`config.mk`:
```
export PLATFORM = sky130hd
export DESIGN_NAME = vad_front
export DESIGN_NICKNAME = d
export VERILOG_FILES = /design/src/hw/rtl/vad_pkg.sv /design/src/hw/rtl/vad_front.sv
export SDC_FILE = /design/constraint.sdc
export NUM_CORES = 1
export LEC_CHECK = 0
export BUFFER_PORTS_ARGS = -buffer_cell sky130_fd_sc_hd__buf_2
export CORE_MARGIN = 3
export CORE_UTILIZATION = 27
export DETAILED_ROUTE_END_ITERATION = 7
export PLACE_DENSITY = 0.89
export SETUP_SLACK_MARGIN = 0.05
export SKIP_LAST_GASP = 1
export SYNTH_ARGS = -nofsm -noshare
export SYNTH_HDL_FRONTEND = slang
export SYNTH_SLANG_ARGS = --single-unit
```
`constraint.sdc`:
```
create_clock -name vclk -period 1.2
set_input_delay 0.06 -clock vclk [all_inputs]
set_output_delay 0.06 -clock vclk [all_outputs]
set_load 0.05 [all_outputs]
```
`src/hw/rtl/vad_pkg.sv`:
```
package vad_pkg;

   // field widths
   localparam int CMP_BITS   = 16;
   localparam int ANGLE_BITS = 16;
   localparam int ANGLE_FRAC_DEFAULT = 8;

   // angle accumulator, degrees with 16 fraction bits
   localparam int ACC_FRAC     = 16;
   localparam int Z_BITS       = 26;
   localparam int ATAN_BITS    = 22;
   localparam int CORDIC_STEPS = 21;
   localparam int Z_QUARTER    = 90 * (1 << ACC_FRAC);
   localparam int Z_HALF       = 180 * (1 << ACC_FRAC);

   // normalization target: larger coordinate reaches bit 40
   localparam int NORM_BIT    = 40;
   localparam int NORM_STEPS  = 6;
   localparam int NORM_STAGES = NORM_STEPS / 2;

   // product and vector widths
   localparam int PROD_DROP = (CMP_BITS > 29) ? 2 * (CMP_BITS - 29) : 0;
   localparam int PROD_BITS = 2 * CMP_BITS - PROD_DROP;
   localparam int DOT_BITS  = PROD_BITS + 1;
   localparam int X_BITS    = ((DOT_BITS > NORM_BIT + 1) ? DOT_BITS : NORM_BIT + 1) + 3;

   // queue depths
   localparam int MID_DEPTH = 2;
   localparam int OUT_DEPTH = 32;

   // atan(2^-i) in degrees
   localparam logic [ATAN_BITS-1:0] ATAN_TBL [CORDIC_STEPS] = '{
      22'd2949120, 22'd1740967, 22'd919879, 22'd466945, 22'd234379, 22'd117304,
      22'd58666, 22'd29335, 22'd14668, 22'd7334, 22'd3667, 22'd1833, 22'd917,
      22'd458, 22'd229, 22'd115, 22'd57, 22'd29, 22'd14, 22'd7, 22'd4
   };

   typedef struct packed {
      logic signed [CMP_BITS-1:0] first_x;
      logic signed [CMP_BITS-1:0] first_y;
      logic signed [CMP_BITS-1:0] second_x;
      logic signed [CMP_BITS-1:0] second_y;
   } req_type;

   typedef struct packed {
      logic [ANGLE_BITS-1:0] angle_deg;
      logic                  undefined;
   } rsp_type;

   typedef struct packed {
      req_type vec;
      logic    undefined;
   } mid_type;

endpackage

```
`src/hw/rtl/vad_front.sv`:
```
module vad_front (
   input  logic             req_push,
   input  vad_pkg::req_type req_data,
   output logic             req_full,
   output logic             mid_push,
   output vad_pkg::mid_type mid_data,
   input  logic             mid_full
);

   import vad_pkg::*;

   logic first_zero;
   logic second_zero;

   // a zero-length vector has no defined angle
   assign first_zero  = (req_data.first_x == '0) & (req_data.first_y == '0);
   assign second_zero = (req_data.second_x == '0) & (req_data.second_y == '0);

   assign mid_data.vec       = req_data;
   assign mid_data.undefined = first_zero | second_zero;
   assign mid_push           = req_push & ~mid_full;
   assign req_full           = mid_full;

endmodule

```
==> impl_metrics.csv <==
group,metric,value,unit
floorplan,chipHeight,54.4,um
logic_synthesis,syn_area,632,um^2
drt,drt_first_pass_iters,2,
floorplan,fp-row-count,16,
timing,holdWs,0.422,ns
drt,post_drt_wl_per_cell,12.0,um
power,leakagePower,0.000540,uW
logic_synthesis,synth_fa_ha_area_frac,0,
logic_synthesis,synth_cells,87,
place,port_buffers,133,
logic_synthesis,yosys.area_share.xor_xnor,0,
cells_and_area,final_cell_mix,"buf_2, nor4_1, nor4_2",
drt,drc,0,
global_routing,grt_max_degree,3,
cells_and_area,clkbuf_count,0,
hold_path,min_from,"req_data[31]",
timing,clock.fmax,935,MHz
floorplan,core_area,2080,um^2
power,design_power_total,687,uW
floorplan,initial_core_util,0.303,
clock_network,postCtsSetupBuffers,0,
timing,timing_hold_violations_final,0,
drt,drt_iter0_drc,1,
run,max_cap_violations,0,
floorplan,dieArea,2960,um^2
timing,setup_violations,0,
power,p_per_area,769,nW/um^2
timing,final.setup.tns,0,ns
logic_synthesis,yosys_warnings,0,
logic_synthesis,syn_nets,153,
critical_path,crit_arrival,1.01,ns
timing,slew_headroom,0.819,
logic_synthesis,seq_area_frac_synth,0,
global_routing,grt_pass1_wl,2.50,mm
logic_synthesis,ys_types,6,
drt,vias,774,
cells_and_area,fin_cells,182,
floorplan,die_w,54.4,um
critical_path,critPathLaunch,"req_data[0]",
critical_path,path_class,"in -> out",
hold_path,hold_class,"in -> out",
place,dp_cells,182,
cells_and_area,area_growth_syn_to_layout,41.4,%
drt,detail-route-antenna-nets,0,
critical_path,worst_ep_required_time,1.14,ns
global_routing,track_usage,0.114,
cells_and_area,mostFrequentLayoutCell,"buf_2",
floorplan,io_pins,133,
logic_synthesis,postSynthAreaPerCell,7.26,um^2
place,gp_congestion,0.779,
cells_and_area,fin_nets,223,
critical_path,crit_fanout,2,
place,placed_cell_area,850,um^2
timing,slew_viol_final,0,
cells_and_area,drive_gt1_frac,0.910,
drt,wirelength,2.19,mm
global_routing,antenna_found_initial,0,
cells_and_area,post-route-cell-area,893,um^2
timing,tightest_slew,0.270,ns
timing,finalCritPeriodShare,0.891,
cells_and_area,antenna_cells,0,
hold_path,hold_end,"mid_data[32]",
place,dp_hpwl,2.09,mm
timing,rsz0062_at_grt,"no",
logic_synthesis,synth_compound_area_frac,0.00990,
drt,vias_per_cell,4.25,
cells_and_area,regArea,0,um^2
power,ir_drop,0.443,mV
logic_synthesis,yosys.area_share.simple,0.218,
critical_path,cp-end-kind,"output port",
critical_path,cp-start-kind,"primary input",
cells_and_area,seq_cells,0,
clock_network,cts-hold-fix-buffers,0,
timing,post-route-min-period,1.07,ns
logic_synthesis,muxShareOfSynthArea,0,
global_routing,grt_pass1_vias,629,
global_routing,grt-ovfl-total,0,
logic_synthesis,synth_top_family_by_area,"buffers and inverters",
hold_path,hold_depth,2,
outcome,status,"finished, final reports clean",
[metal layers]
metal,vias up,global-route usage,part of all wire
met2,68,0.267,0.61
li1,378,-,-
met5,-,0,0
met1,328,0.111,0.27
met4,0,0,0
met3,0,0.00272,0.12
[cells by family (layout without fill, tap and decap cells)]
group                  count (synthesis)  after routing
AND/OR/NAND/NOR                       21             21
buffers and inverters                 65            133
AO/OA/AOI/OAI                          1              1
[stage by stage]
stage,utilization,setup WS (ns)
after detailed placement,0.408,-0.00182
final,0.429,0.131
after global routing,0.429,0.0153
after CTS,0.409,0.0546
after floorplan,-,0.189
after global placement,0.408,-0.0165
[cells in the mapped netlist]
cell	instances	share of area
buf_4	65	0.77
nor4_2	1	0.020
nor4_1	15	0.15
nand4_1	4	0.040
o22ai_1	1	0.0099
nor2b_1	1	0.0099
[worst max-delay path by stage]
stage / end / slack (ns) / cells past startpoint
after floorplan: mid_data[0] / 0.19 / 3
after detailed placement: mid_data[0] / -0.002 / 5
after global routing: mid_data[0] / 0.02 / 5
final: mid_data[0] / 0.13 / 5
after global placement: mid_data[0] / -0.02 / 5
after CTS: mid_data[0] / 0.05 / 5
[layout make-up]
cell class,count,area [um^2]
Tap cell,27,33.8
Timing Repair Buffer,133,672
Multi-Input combinational cell,22,188
Fill cell,230,1190
[worst max-delay path: stages]
cell and delay (ns):
buf_2 0.10, nor4_1 0.30, nand4_1 0.16, o22ai_2 0.20, buf_6 0.18
[where the power goes]
group / switching, uW / internal (uW) / leakage [uW]
logic: 523 / 164 / 0.000540
registers: 0 / 0 / 0
clock network: 0 / 0 / 0
[what timing repair did]
item                       4_1_cts  5_1_grt
pin swaps                        0        1
gates resized for setup          1        7
hold endpoints to repair         0        0
gates cloned                     0        0
setup endpoints to repair        1        1
No activity file was read; power rests on OpenSTA's default activity.
