[src/hw/rtl/vad_fifo.sv]
module vad_fifo #(
   parameter int WIDTH = 8,
   parameter int DEPTH = 2
) (
   input  logic             clock,
   input  logic             reset,
   input  logic             push,
   input  logic [WIDTH-1:0] push_data,
   output logic             full,
   input  logic             pop,
   output logic [WIDTH-1:0] pop_data,
   output logic             empty
);

   localparam int AW = (DEPTH > 1) ? $clog2(DEPTH) : 1;
   localparam int CW = $clog2(DEPTH + 1);

   logic [WIDTH-1:0] mem_ff [DEPTH];
   logic [AW-1:0]    wr_ptr_ff, wr_ptr_in;
   logic [AW-1:0]    rd_ptr_ff, rd_ptr_in;
   logic [CW-1:0]    cnt_ff, cnt_in;
   logic [WIDTH-1:0] head_ff;
   logic             head_vld_ff, head_vld_in;
   logic             pop_acc;
   logic             load;

   // head register is refilled from storage as it drains
   assign pop_acc = pop & head_vld_ff;
   assign load    = (cnt_ff != '0) & (~head_vld_ff | pop_acc);

   always_comb begin
      wr_ptr_in   = wr_ptr_ff;
      rd_ptr_in   = rd_ptr_ff;
      if (push) begin
         wr_ptr_in = (wr_ptr_ff == AW'(DEPTH - 1)) ? '0 : wr_ptr_ff + 1'b1;
      end
      if (load) begin
         rd_ptr_in = (rd_ptr_ff == AW'(DEPTH - 1)) ? '0 : rd_ptr_ff + 1'b1;
      end
      cnt_in      = cnt_ff + CW'(push) - CW'(load);
      head_vld_in = load | (head_vld_ff & ~pop_acc);
   end

   always_ff @(posedge clock) begin
      if (reset) begin
         wr_ptr_ff   <= '0;
         rd_ptr_ff   <= '0;
         cnt_ff      <= '0;
         head_vld_ff <= 1'b0;
      end else begin
         wr_ptr_ff   <= wr_ptr_in;
         rd_ptr_ff   <= rd_ptr_in;
         cnt_ff      <= cnt_in;
         head_vld_ff <= head_vld_in;
      end
   end

   always_ff @(posedge clock) begin
      if (push) begin
         mem_ff[wr_ptr_ff] <= push_data;
      end
      if (load) begin
         head_ff <= mem_ff[rd_ptr_ff];
      end
   end

   assign full     = (cnt_ff == CW'(DEPTH));
   assign empty    = ~head_vld_ff;
   assign pop_data = head_ff;

endmodule

[config.mk]
export PLATFORM = sky130hd
export DESIGN_NAME = vad_fifo
export DESIGN_NICKNAME = d
export VERILOG_FILES = /design/src/hw/rtl/vad_fifo.sv
export SDC_FILE = /design/constraint.sdc
export NUM_CORES = 1
export LEC_CHECK = 0
export BUFFER_PORTS_ARGS = -buffer_cell sky130_fd_sc_hd__buf_2
export CORE_MARGIN = 5
export CORE_UTILIZATION = 45
export DETAILED_ROUTE_END_ITERATION = 7
export GPL_TIMING_DRIVEN = 0
export PLACE_DENSITY = 0.68
export RECOVER_POWER = 100
export SLEW_MARGIN = 20
export SYNTH_ARGS = -nofsm -noshare
export SYNTH_HDL_FRONTEND = slang
export SYNTH_SLANG_ARGS = --single-unit
[constraint.sdc]
create_clock -name clock -period 2.75 [get_ports clock]
set_input_delay 0 -clock clock [delete_from_list [all_inputs] [get_ports clock]]
set_output_delay 0 -clock clock [all_outputs]
set_load 0.01 [all_outputs]
==> reports/qor.txt, run 1 <==
routed wire length -> 1560 µm
Internal Pwr Total -> 0.000809 W
Cell Rows -> 17
startpoint types -> flip-flop
Die Ht -> 58.6 µm
Setup Skew -> 0.00122 ns
port bufs -> 21
WP data required -> 2.96 ns
setup TNS -> 0 ns
GPL Wtd Cong -> 0.665
number of clock sinks -> 29
Post-synth EDFFs -> 24
Resized cells post-CTS -> 0
Lkg Pwr -> 0.489 nW
Setup Crit Path Kind -> flip-flop to flip-flop
top post-synthesis cells by area -> edfxtp_1 (68%), dfxtp_1 (9.4%), mux2_1 (8.5%)
Max Cap Viol -> 0
Final nets -> 113
Worst-path clk slew -> 0.08 ns
f_max -> 0.553 GHz
Layout Cells excl Fill -> 128
Die Area -> 0.00343 mm²
GRT overflow -> 0
top-area cell type share of the netlist area -> 67.8%
FFs w/ async S/R, synth -> 0%
Slew Viols, Final -> 0
drt wl/cell -> 12.2 µm
Crit Path Max Fanout -> 10
clk root buf -> clkbuf_4
Starting Density -> 47.6%
top cells by count, synth -> edfxtp_1 (24), mux2_1 (8), dfxtp_1 (5)
Fin. Hold Viols -> 0
share of cells above drive strength 1 -> 12.0%
initial antenna violation count -> 0
vias in the first global route -> 513
Vias/cell -> 4.48
min Tclk post-route -> 1.81 ns
Syn Area/Cell -> 17.7 µm²
vias post-DR -> 574
syn_nets -> 74
PwrDens -> 851 mW/mm²
sequential share of power -> 54.3%
ys flop type -> edfxtp_1
I/O Pins -> 22
antenna cells -> 0
Tcrit/Tclk final -> 65.7%
Cells after Synth -> 60
gr busiest metal -> met2
placed cell count -> 109
H-Tree Level Count -> 2
number of synthesized register bits -> 29
met2 Usage GRT -> 16.4%
DRC -> 0
Setup crit end kind -> flip-flop
area grow syn2layout -> 25.9%
worst min-delay path class -> primary input to flip-flop
Iter 0 DRT Violations -> 12
pin count of the biggest net entering global routing -> 11
WP data arrival -> 2.02 ns
Seq/Total Area, Yosys -> 77.3%
# setup viols final -> 0
Mapped Area -> 0.00106 mm²
GR met1 Demand/Resource -> 10.3%
later-pin clock latency in the skew report -> 0.31 ns
peak supply drop -> 0.519 mV
combinational share of power -> 25.8%
Hold Path Depth -> 2
Core Util, Final -> 59.9%
routing usage on met3 -> 6.58%
die outline width -> 58.6 µm
CTS tree -> yes
core box area -> 0.00223 mm²
Fillers -> 191
Sw Share -> 29.0%
All-Layer GR Usage -> 10.6%
Worst R2R Path Depth -> 7
clk buf depth -> 2
ANT nets after route -> 0
Cell variety after synth -> 16
Pre-Repair DR Iteration Count -> 2
YS warnings -> 0
TritonCTS Buffers -> 5
switching pwr -> 0.000330 W
area leader, netlist -> edfxtp_1
power share of the clock group -> 19.9%
RSZ-0062 raised after global routing -> false
top-count cell post-synth -> edfxtp_1
Slew HR -> 51.9%
first-pass GRT wire length -> 2380 µm
status -> finished clean
Worst-Margin Slew -> 0.720 ns
path summary, 6_finish.rpt:
path	startpoint	endpoint	slack, ns
worst min register to register	mem_ff[0][5]$_DFFE_PP_	pop_data[5]$_DFFE_PP_	0.53
worst min-delay path	push_data[7]	mem_ff[0][7]$_DFFE_PP_	0.41
worst max register to register	cnt_ff[1]$_SDFF_PP0_	cnt_ff[1]$_SDFF_PP0_	0.94
worst max-delay path	cnt_ff[1]$_SDFF_PP0_	cnt_ff[1]$_SDFF_PP0_	0.94
cell usage in the layout (no fill, tap or decap), drive strengths merged, types with 2 or more instances in the layout:
cell type    netlist  layout
buf                1       6
clkinv             0       3
ha                 2       2
dlygate4sd3        0      11
inv                3       3
and2               2       2
edfxtp            24      24
nor2               4       4
clkbuf             0      21
nor2b              4       4
mux2               9       9
dfxtp              5       5
kinds of logic (layout without fill, tap and decap cells):
kind of cell	after synthesis	in the layout	share of synthesized area [%]
AND/OR/NAND/NOR	12	12	6.01
adder cells (fa/ha/maj)	2	2	2.36
flip-flops	29	29	77.3
AO/OA/AOI/OAI	2	2	1.30
multiplexers	9	9	9.89
XOR/XNOR	2	2	1.65
buffers and inverters	4	44	1.53
through the flow:
stage | setup slack, ns | hold slack, ns | instance area, µm² | total power (W)
5_1_grt | 0.723 | 0.390 | 1340 | 0.00122
4_1_cts | 1.06 | 0.317 | 1360 | 0.00118
3_3_place_gp | 1.13 | 0.187 | 1200 | 0.000924
3_5_place_dp | 1.08 | 0.192 | 1200 | 0.000936
6_report | 0.943 | 0.406 | 1340 | 0.00114
2_1_floorplan | 1.20 | 0.0691 | 1060 | 0.000837
final cells by class:
type / instances / area [µm²] / area share [%]
repair buffers: 32 / 196 / 14.7
multi-input cells: 27 / 220 / 16.5
well taps: 28 / 35.0 / 2.62
plain buffers: 1 / 3.75 / 0.281
clock buffers: 5 / 37.5 / 2.81
flip-flops and latches: 29 / 821 / 61.4
clock inverters: 3 / 12.5 / 0.935
inverters: 3 / 11.3 / 0.842
power groups by stage:
stage | sequential (W) | clock (W) | combinational, W
finish | 0.000618 | 0.000226 | 0.000294
global route | 0.000628 | 0.000259 | 0.000337
CTS | 0.000616 | 0.000238 | 0.000329
detailed placement | 0.000626 | 0 | 0.000310
global placement | 0.000623 | 0 | 0.000301
floorplan | 0.000650 | 0 | 0.000187
critical path: stages (launching register included):
cell     delay [ns]
dfxtp_1        0.39
o21a_1         0.43
ha_1           0.31
inv_1          0.05
ha_1           0.14
xor2_1         0.18
and2_1         0.15
nor3_1         0.04
timing repair:
item / CTS / global route
hold buffers: 11 / 0
endpoints found under the hold margin: 20 / 0
buffers inserted: 0 / 0
sequential cells by signal (all words and copies together) (netlist names):
register     flops
mem_ff          16
pop_data         8
cnt_ff           2
head_vld_ff      1
rd_ptr_ff        1
wr_ptr_ff        1
routing by layer:
| metal | wire, µm | share of wire, % |
|---|---|---|
| met1 | 607 | 39 |
| met2 | 823 | 53 |
| met3 | 105 | 6.7 |
| met4 | 25 | 1.6 |
| met5 | 0 | 0 |
(Power assumes the default switching activity.)
==> inputs of run 2 (changes only) <==
--- a/config.mk
+++ b/config.mk
@@ -10,7 +10,7 @@
 export CORE_UTILIZATION = 45
 export DETAILED_ROUTE_END_ITERATION = 7
 export GPL_TIMING_DRIVEN = 0
-export PLACE_DENSITY = 0.68
+export PLACE_DENSITY = 0.7
 export RECOVER_POWER = 100
 export SLEW_MARGIN = 20
 export SYNTH_ARGS = -nofsm -noshare
==> constraint.sdc (replaced) <==
create_clock -name clock -period 1.55 [get_ports clock]
set_input_delay 0 -clock clock [delete_from_list [all_inputs] [get_ports clock]]
set_output_delay 0 -clock clock [all_outputs]
set_load 0.01 [all_outputs]
==> reports/qor.txt, run 2 (synthesis gave the netlist of run 1 again) <==
Slew HR -> 50.3% (-1.6 points)
pin count of the biggest net entering global routing -> 11 (unchanged)
first-pass GRT wire length -> 2550 µm (+7.3%)
status -> finished clean
Hold Path Depth -> 4 (+2)
die outline width -> 58.6 µm (unchanged)
min Tclk post-route -> 1.54 ns (-0.271 ns)
WP data required -> 1.78 ns (-1.18 ns)
vias in the first global route -> 597 (+16%)
initial antenna violation count -> 0 (unchanged)
GPL Wtd Cong -> 0.662 (-0.42%)
Cell Rows -> 17 (unchanged)
Pre-Repair DR Iteration Count -> 4 (+2)
Lkg Pwr -> 0.526 nW (+7.5%)
I/O Pins -> 22 (unchanged)
Setup Skew -> 0.0120 ns (+0.0108 ns)
core box area -> 0.00223 mm² (unchanged)
Starting Density -> 47.6% (unchanged)
Worst-Margin Slew -> 0.744 ns (+0.0243 ns)
R2R Path End -> cnt_ff[1]$_SDFF_PP0_
routed wire length -> 1710 µm (+9.7%)
worst min-delay path class -> primary input to flip-flop
GRT overflow -> 0 (unchanged)
Final nets -> 115 (+1.8%)
hold path startpoint -> pop
FF-to-FF setup slack -> 0.01 ns (-0.93 ns)
ANT nets after route -> 0 (unchanged)
Worst R2R Path Depth -> 7 (unchanged)
r2r startpoint -> cnt_ff[1]$_SDFF_PP0_
Max Cap Viol -> 0 (unchanged)
CTS tree -> yes
area grow syn2layout -> 35.0%
max reg flops -> 16 (unchanged)
# setup viols final -> 0 (unchanged)
Hold WS -> 0.348 ns (-0.0575 ns)
Multi-input gate area -> 279 µm² (+27%)
Die Ht -> 58.6 µm (unchanged)
commonest non-fill, non-tap cell in the layout -> edfxtp_1
vias post-DR -> 592 (+3.1%)
Setup Crit Path Kind -> flip-flop to flip-flop
peak supply drop -> 1.11 mV (+110%)
HPWL after DPL -> 1050 µm
FF+latch area -> 830 µm² (+1.1%)
Worst-path clk slew -> 0.09 ns (about the same)
Crit Path Max Fanout -> 2 (-8)
setup TNS -> 0 ns (unchanged)
H-Tree Level Count -> 2 (unchanged)
Fillers -> 184 (-3.7%)
Hold EP -> pop_data[6]$_DFFE_PP_
TritonCTS Buffers -> 5 (unchanged)
Tcrit/Tclk final -> 99.1% (+33 points)
Vias/cell -> 4.55 (+1.5%)
Slew Viols, Final -> 0 (unchanged)
Core Util, Final -> 64.2% (+4.3 points)
DRC -> 0 (unchanged)
WP data arrival -> 1.77 ns (-0.25 ns)
post-route cell area -> 0.00143 mm² (+7.2%)
placed cell count -> 109 (unchanged)
Layout Cells excl Fill -> 130 (+1.6%)
All-Layer GR Usage -> 10.8% (+0.14 points)
Die Area -> 0.00343 mm² (unchanged)
clk buf depth -> 2 (unchanged)
later-pin clock latency in the skew report -> 0.31 ns (about the same)
Fin. Hold Viols -> 0 (unchanged)
f_max -> 0.651 GHz (+18%)
share of cells above drive strength 1 -> 29.4% (+17 points)
Area after DPL -> 0.00120 mm² (unchanged)
most flop-heavy register -> mem_ff
antenna cells -> 0 (unchanged)
PwrDens -> 1610 mW/mm² (+89%)
number of clock sinks -> 29 (unchanged)
Setup crit end kind -> flip-flop
RSZ-0062 raised after global routing -> true
port bufs -> 21 (unchanged)
Iter 0 DRT Violations -> 5 (-7)
clk root buf -> clkbuf_4
drt wl/cell -> 13.2 µm (+8.0%)
startpoint types -> flip-flop
commonest non-fill, non-tap cells in the layout -> edfxtp_1 (24), clkbuf_1 (13), dlygate4sd3_1 (11)
==> run 2: repair_timing <==
item / 4_1_cts / 5_1_grt
gates resized for setup: 2 / 12
endpoints found under the setup margin: 1 / 1
pin swaps: 1 / 5
hold buffers: 11 / 0
buffers inserted: 1 / 1
endpoints found under the hold margin: 20 / 0
==> run 2: critical path, cell delays in order, from the launching register on <==
cell and delay, ns:
dfxtp_4 0.35, o21a_4 0.23, ha_4 0.26, inv_2 0.03, ha_4 0.15, xor2_2 0.17
and2_4 0.14, nor3_2 0.13
==> run 2: routing by layer <==
layer	vias to the layer above	track usage, %	share of wire (%)
li1	298	-	-
met4	0	6.80	1.6
met3	6	4.61	6.6
met5	-	0	0
met2	15	18.3	53
met1	273	10.7	38
==> run 2: per-stage QoR <==
stage / setup slack [ns] / total power, W
2_1_floorplan: 0.00287 / 0.00148
3_3_place_gp: -0.0706 / 0.00165
3_5_place_dp: -0.126 / 0.00167
4_1_cts: 0.0126 / 0.00218
5_1_grt: -0.0329 / 0.00246
6_report: 0.0138 / 0.00230
==> run 2: layout make-up <==
type	count	share of cell area, %
sequential	29	57.9
multi-input combinational	27	19.5
timing repair buffer	34	15.0
clock buffer	8	4.10
tap	28	2.44
inverter	3	0.785
buffer	1	0.349
==> run 2: how the worst max path moves through the flow <==
stage / from / end / slack [ns]
2_1_floorplan: cnt_ff[1]$_SDFF_PP0_ / cnt_ff[1]$_SDFF_PP0_ / 0.003
5_1_grt: cnt_ff[1]$_SDFF_PP0_ / cnt_ff[1]$_SDFF_PP0_ / -0.03
4_1_cts: cnt_ff[0]$_SDFF_PP0_ / cnt_ff[1]$_SDFF_PP0_ / 0.01
6_report: cnt_ff[1]$_SDFF_PP0_ / cnt_ff[1]$_SDFF_PP0_ / 0.01
3_3_place_gp: head_vld_ff$_SDFF_PP0_ / cnt_ff[1]$_SDFF_PP0_ / -0.07
3_5_place_dp: cnt_ff[1]$_SDFF_PP0_ / cnt_ff[1]$_SDFF_PP0_ / -0.13
==> run 2: where the power goes <==
| group | switching (W) | internal (W) |
|---|---|---|
| logic | 0.000373 | 0.000363 |
| clock network | 0.000226 | 0.000223 |
| registers | 0.0000612 | 0.00106 |
==> inputs of run 3 (changes only) <==
--- a/config.mk
+++ b/config.mk
@@ -5,12 +5,15 @@
 export SDC_FILE = /design/constraint.sdc
 export NUM_CORES = 1
 export LEC_CHECK = 0
+export ABC_AREA = 1
 export BUFFER_PORTS_ARGS = -buffer_cell sky130_fd_sc_hd__buf_2
+export CELL_PAD_IN_SITES_DETAIL_PLACEMENT = 0
+export CELL_PAD_IN_SITES_GLOBAL_PLACEMENT = 1
 export CORE_MARGIN = 5
-export CORE_UTILIZATION = 45
+export CORE_UTILIZATION = 39
 export DETAILED_ROUTE_END_ITERATION = 7
 export GPL_TIMING_DRIVEN = 0
-export PLACE_DENSITY = 0.7
+export PLACE_DENSITY_LB_ADDON = 0.1
 export RECOVER_POWER = 100
 export SLEW_MARGIN = 20
 export SYNTH_ARGS = -nofsm -noshare
==> reports/qor.txt, run 3 <==
peak supply drop -> 0.846 mV (-24%)
Mapped Area -> 0.00110 mm² (+4.0%)
I/O Pins -> 22 (unchanged)
Place WS -> -0.0800 ns (+0.0461 ns)
setup ws final -> 0.100 ns (+0.0866 ns)
top-area cell type share of the netlist area -> 65.2% (-2.6 points)
HPWL after DPL -> 1100 µm (+4.8%)
routed wire length -> 1730 µm (+0.76%)
syn_nets -> 85 (+15%)
Sw Share -> 30.4% (+1.8 points)
share of cells above drive strength 1 -> 21.1% (-8.4 points)
Slew Viols, Final -> 0 (unchanged)
area leader, netlist -> edfxtp_1
drt wl/cell -> 11.9 µm (-9.7%)
WP data required -> 1.77 ns (about the same)
Iter 0 DRT Violations -> 14 (+9)
Tcrit/Tclk final -> 93.5% (-5.6 points)
Setup Skew -> 0.00906 ns (-0.00295 ns)
Crit. Startpoint -> cnt_ff[0]$_SDFF_PP0_
ys flop type -> edfxtp_1
ANT nets after route -> 0 (unchanged)
top post-synthesis cells by area -> edfxtp_1 (65%), mux2_4 (11%), dfxtp_1 (9.1%)
Fillers -> 258 (+40%)
Worst R2R Path Depth -> 11 (+4)
FF-to-FF setup slack -> 0.10 ns (+0.09 ns)
most flop-heavy register -> mem_ff
area grow syn2layout -> 25.1%
sequential share of power -> 50.9% (+2.3 points)
max reg flops -> 16 (unchanged)
Max Cap Viol -> 0 (unchanged)
Pre-Repair DR Iteration Count -> 4 (unchanged)
first-pass GRT wire length -> 2720 µm (+6.5%)
power share of the clock group -> 19.8% (+0.3 points)
Worst-Margin Slew -> 0.724 ns (-0.0207 ns)
core box area -> 0.00273 mm² (+22%)
CP endpoint -> cnt_ff[1]$_SDFF_PP0_
FFs w/ async S/R, synth -> 0% (unchanged)
post-route cell area -> 0.00138 mm² (-3.6%)
All-Layer GR Usage -> 9.34% (-1.4 points)
number of synthesized register bits -> 29 (unchanged)
Worst-path clk slew -> 0.09 ns (about the same)
Setup Crit Path Kind -> flip-flop to flip-flop
Post-synth EDFFs -> 24 (unchanged)
top cells by count, synth -> edfxtp_1 (24), inv_1 (11), mux2_4 (8)
Core Util, Final -> 50.6% (-14 points)
Cells after Synth -> 71 (+18%)
initial antenna violation count -> 0 (unchanged)
Final nets -> 127 (+10%)
Die Area -> 0.00400 mm² (+16%)
GPL Wtd Cong -> 0.665 (+0.39%)
Area after DPL -> 0.00125 mm² (+4.1%)
Starting Density -> 40.4% (-7.2 points)
H-Tree Level Count -> 2 (unchanged)
r2r startpoint -> cnt_ff[0]$_SDFF_PP0_
WP data arrival -> 1.67 ns (-0.10 ns)
Internal Pwr Total -> 0.00147 W (-10%)
worst min-delay path class -> primary input to flip-flop
top-count cell post-synth -> edfxtp_1
Cell Rows -> 19 (+2)
commonest non-fill, non-tap cells in the layout -> edfxtp_1 (24), clkbuf_1 (16), dlygate4sd3_1 (10)
Fin. Hold Viols -> 1 (+1)
GRT overflow -> 0 (unchanged)
vias in the first global route -> 597 (unchanged)
CTS tree -> yes
Syn Area/Cell -> 15.6 µm² (-12%)
Cell variety after synth -> 13 (-3)
YS warnings -> 0 (unchanged)
setup TNS -> 0 ns (unchanged)
Lkg Pwr -> 0.544 nW (+3.4%)
Die Ht -> 63.2 µm (+7.9%)
startpoint types -> flip-flop
switching pwr -> 0.000644 W (-2.4%)
# setup viols final -> 0 (unchanged)
port bufs -> 21 (unchanged)
pin count of the biggest net entering global routing -> 11 (unchanged)
commonest non-fill, non-tap cell in the layout -> edfxtp_1
later-pin clock latency in the skew report -> 0.32 ns (about the same)
clk root buf -> clkbuf_4
antenna cells -> 0 (unchanged)
clk buf depth -> 2 (unchanged)
number of clock sinks -> 29 (unchanged)
max incr delay on CP -> 0.32 ns (-0.03 ns)
die outline width -> 63.2 µm (+7.9%)
Hold WS -> -0.00734 ns (-0.356 ns)
vias post-DR -> 634 (+7.1%)
PwrDens -> 1530 mW/mm² (-4.7%)
worst path cell trace -> inv_2 > nand2_2 > and2_4 > ha_1 > inv_1 > ha_2 > inv_1 > nand2_1 > nand3_1 > nand2_1 > nor2_1
R2R Path End -> cnt_ff[1]$_SDFF_PP0_
Crit Path Max Fanout -> 3 (+1)
DRC -> 0 (unchanged)
Vias/cell -> 4.37 (-4.0%)
min Tclk post-route -> 1.45 ns (-0.0866 ns)
TritonCTS Buffers -> 5 (unchanged)
failing checks -> hold timing
Slew HR -> 51.6% (+1.3 points)
combinational share of power -> 29.3% (-2.6 points)
f_max -> 0.690 GHz (+6.0%)
Setup crit end kind -> flip-flop
status -> finished with violations
slowest stage cell, crit path -> dfxtp_1
Seq/Total Area, Yosys -> 74.3% (-3.0 points)
-- run 3: cell types whose count changed after synthesis, sizes merged, moves of 2 or more --
cell | previous run | this run
inv | 3 | 11
nand3 | 0 | 2
nor2 | 4 | 6
nand2 | 0 | 7
nor2b | 4 | 0
-- run 3: metrics by stage --
| stage | power, W | hold WS [ns] | instances |
|---|---|---|---|
| 2_1_floorplan | 0.00156 | 0.0694 | 71 |
| 3_3_place_gp | 0.00174 | 0.187 | 123 |
| 3_5_place_dp | 0.00175 | 0.191 | 123 |
| 4_1_cts | 0.00221 | 0.0169 | 142 |
| 5_1_grt | 0.00228 | 0.0123 | 145 |
| 6_report | 0.00212 | -0.00734 | 145 |
-- run 3: cell families (layout without fill, tap and decap cells) --
family / count (synthesis) / after routing / share of synthesized area, %
flops: 29 / 29 / 74.3
mux: 8 / 8 / 10.9
buf+inv: 12 / 55 / 4.76
fa+ha+maj: 2 / 2 / 2.26
simple gates: 17 / 17 / 6.34
compound gates: 3 / 3 / 1.47
-- run 3: final cells by class --
type                       instances  area, µm²  area share, %
buffer                             1       3.75          0.271
clock buffer                       6       41.3           2.99
clock inverter                     2       10.0          0.724
inverter                          11       41.3           2.99
multi-input combinational         30        211           15.3
sequential                        29        821           59.4
tap                               31       38.8           2.81
timing repair buffer              35        215           15.6
-- run 3: critical path, delay by kind of cell (launching register included) --
family | cells | cell delay, ns
and+or+nand+nor | 6 | 0.43
buffers and inverters | 3 | 0.17
adders and majority gates | 2 | 0.42
DFF | 1 | 0.32
-- run 3: power groups by stage --
stage | clock [W] | sequential [W] | combinational [W]
2_1_floorplan | 0 | 0.00114 | 0.000420
3_3_place_gp | 0 | 0.00109 | 0.000648
3_5_place_dp | 0 | 0.00109 | 0.000656
4_1_cts | 0.000435 | 0.00108 | 0.000699
5_1_grt | 0.000484 | 0.00109 | 0.000702
6_report | 0.000418 | 0.00108 | 0.000620
-- run 3: how the worst min path moves through the flow --
stage	start	endpoint	slack, ns	cells past startpoint
2_1_floorplan	reset	head_vld_ff$_SDFF_PP0_	0.07	1
3_3_place_gp	push_data[3]	mem_ff[0][3]$_DFFE_PP_	0.19	1
3_5_place_dp	push_data[5]	mem_ff[1][5]$_DFFE_PP_	0.19	1
4_1_cts	pop	head_vld_ff$_SDFF_PP0_	0.02	4
5_1_grt	pop	head_vld_ff$_SDFF_PP0_	0.01	4
6_report	pop	head_vld_ff$_SDFF_PP0_	-0.007	4
-- run 3: timing repair --
item / CTS / global route
resized for setup: 2 / 4
setup buffers: 1 / 3
endpoints found under the setup margin: 1 / 1
hold endpoints to repair: 21 / 0
hold buffers: 10 / 0
pin swaps: 0 / 2
-- run 3: metal layers --
metal	track usage (%)	up-vias	part of all wire [%]
met3	3.55	6	6.7
met2	13.3	17	47
met1	10.9	283	43
met4	7.79	0	3.1
li1	-	328	-
met5	0	-	0
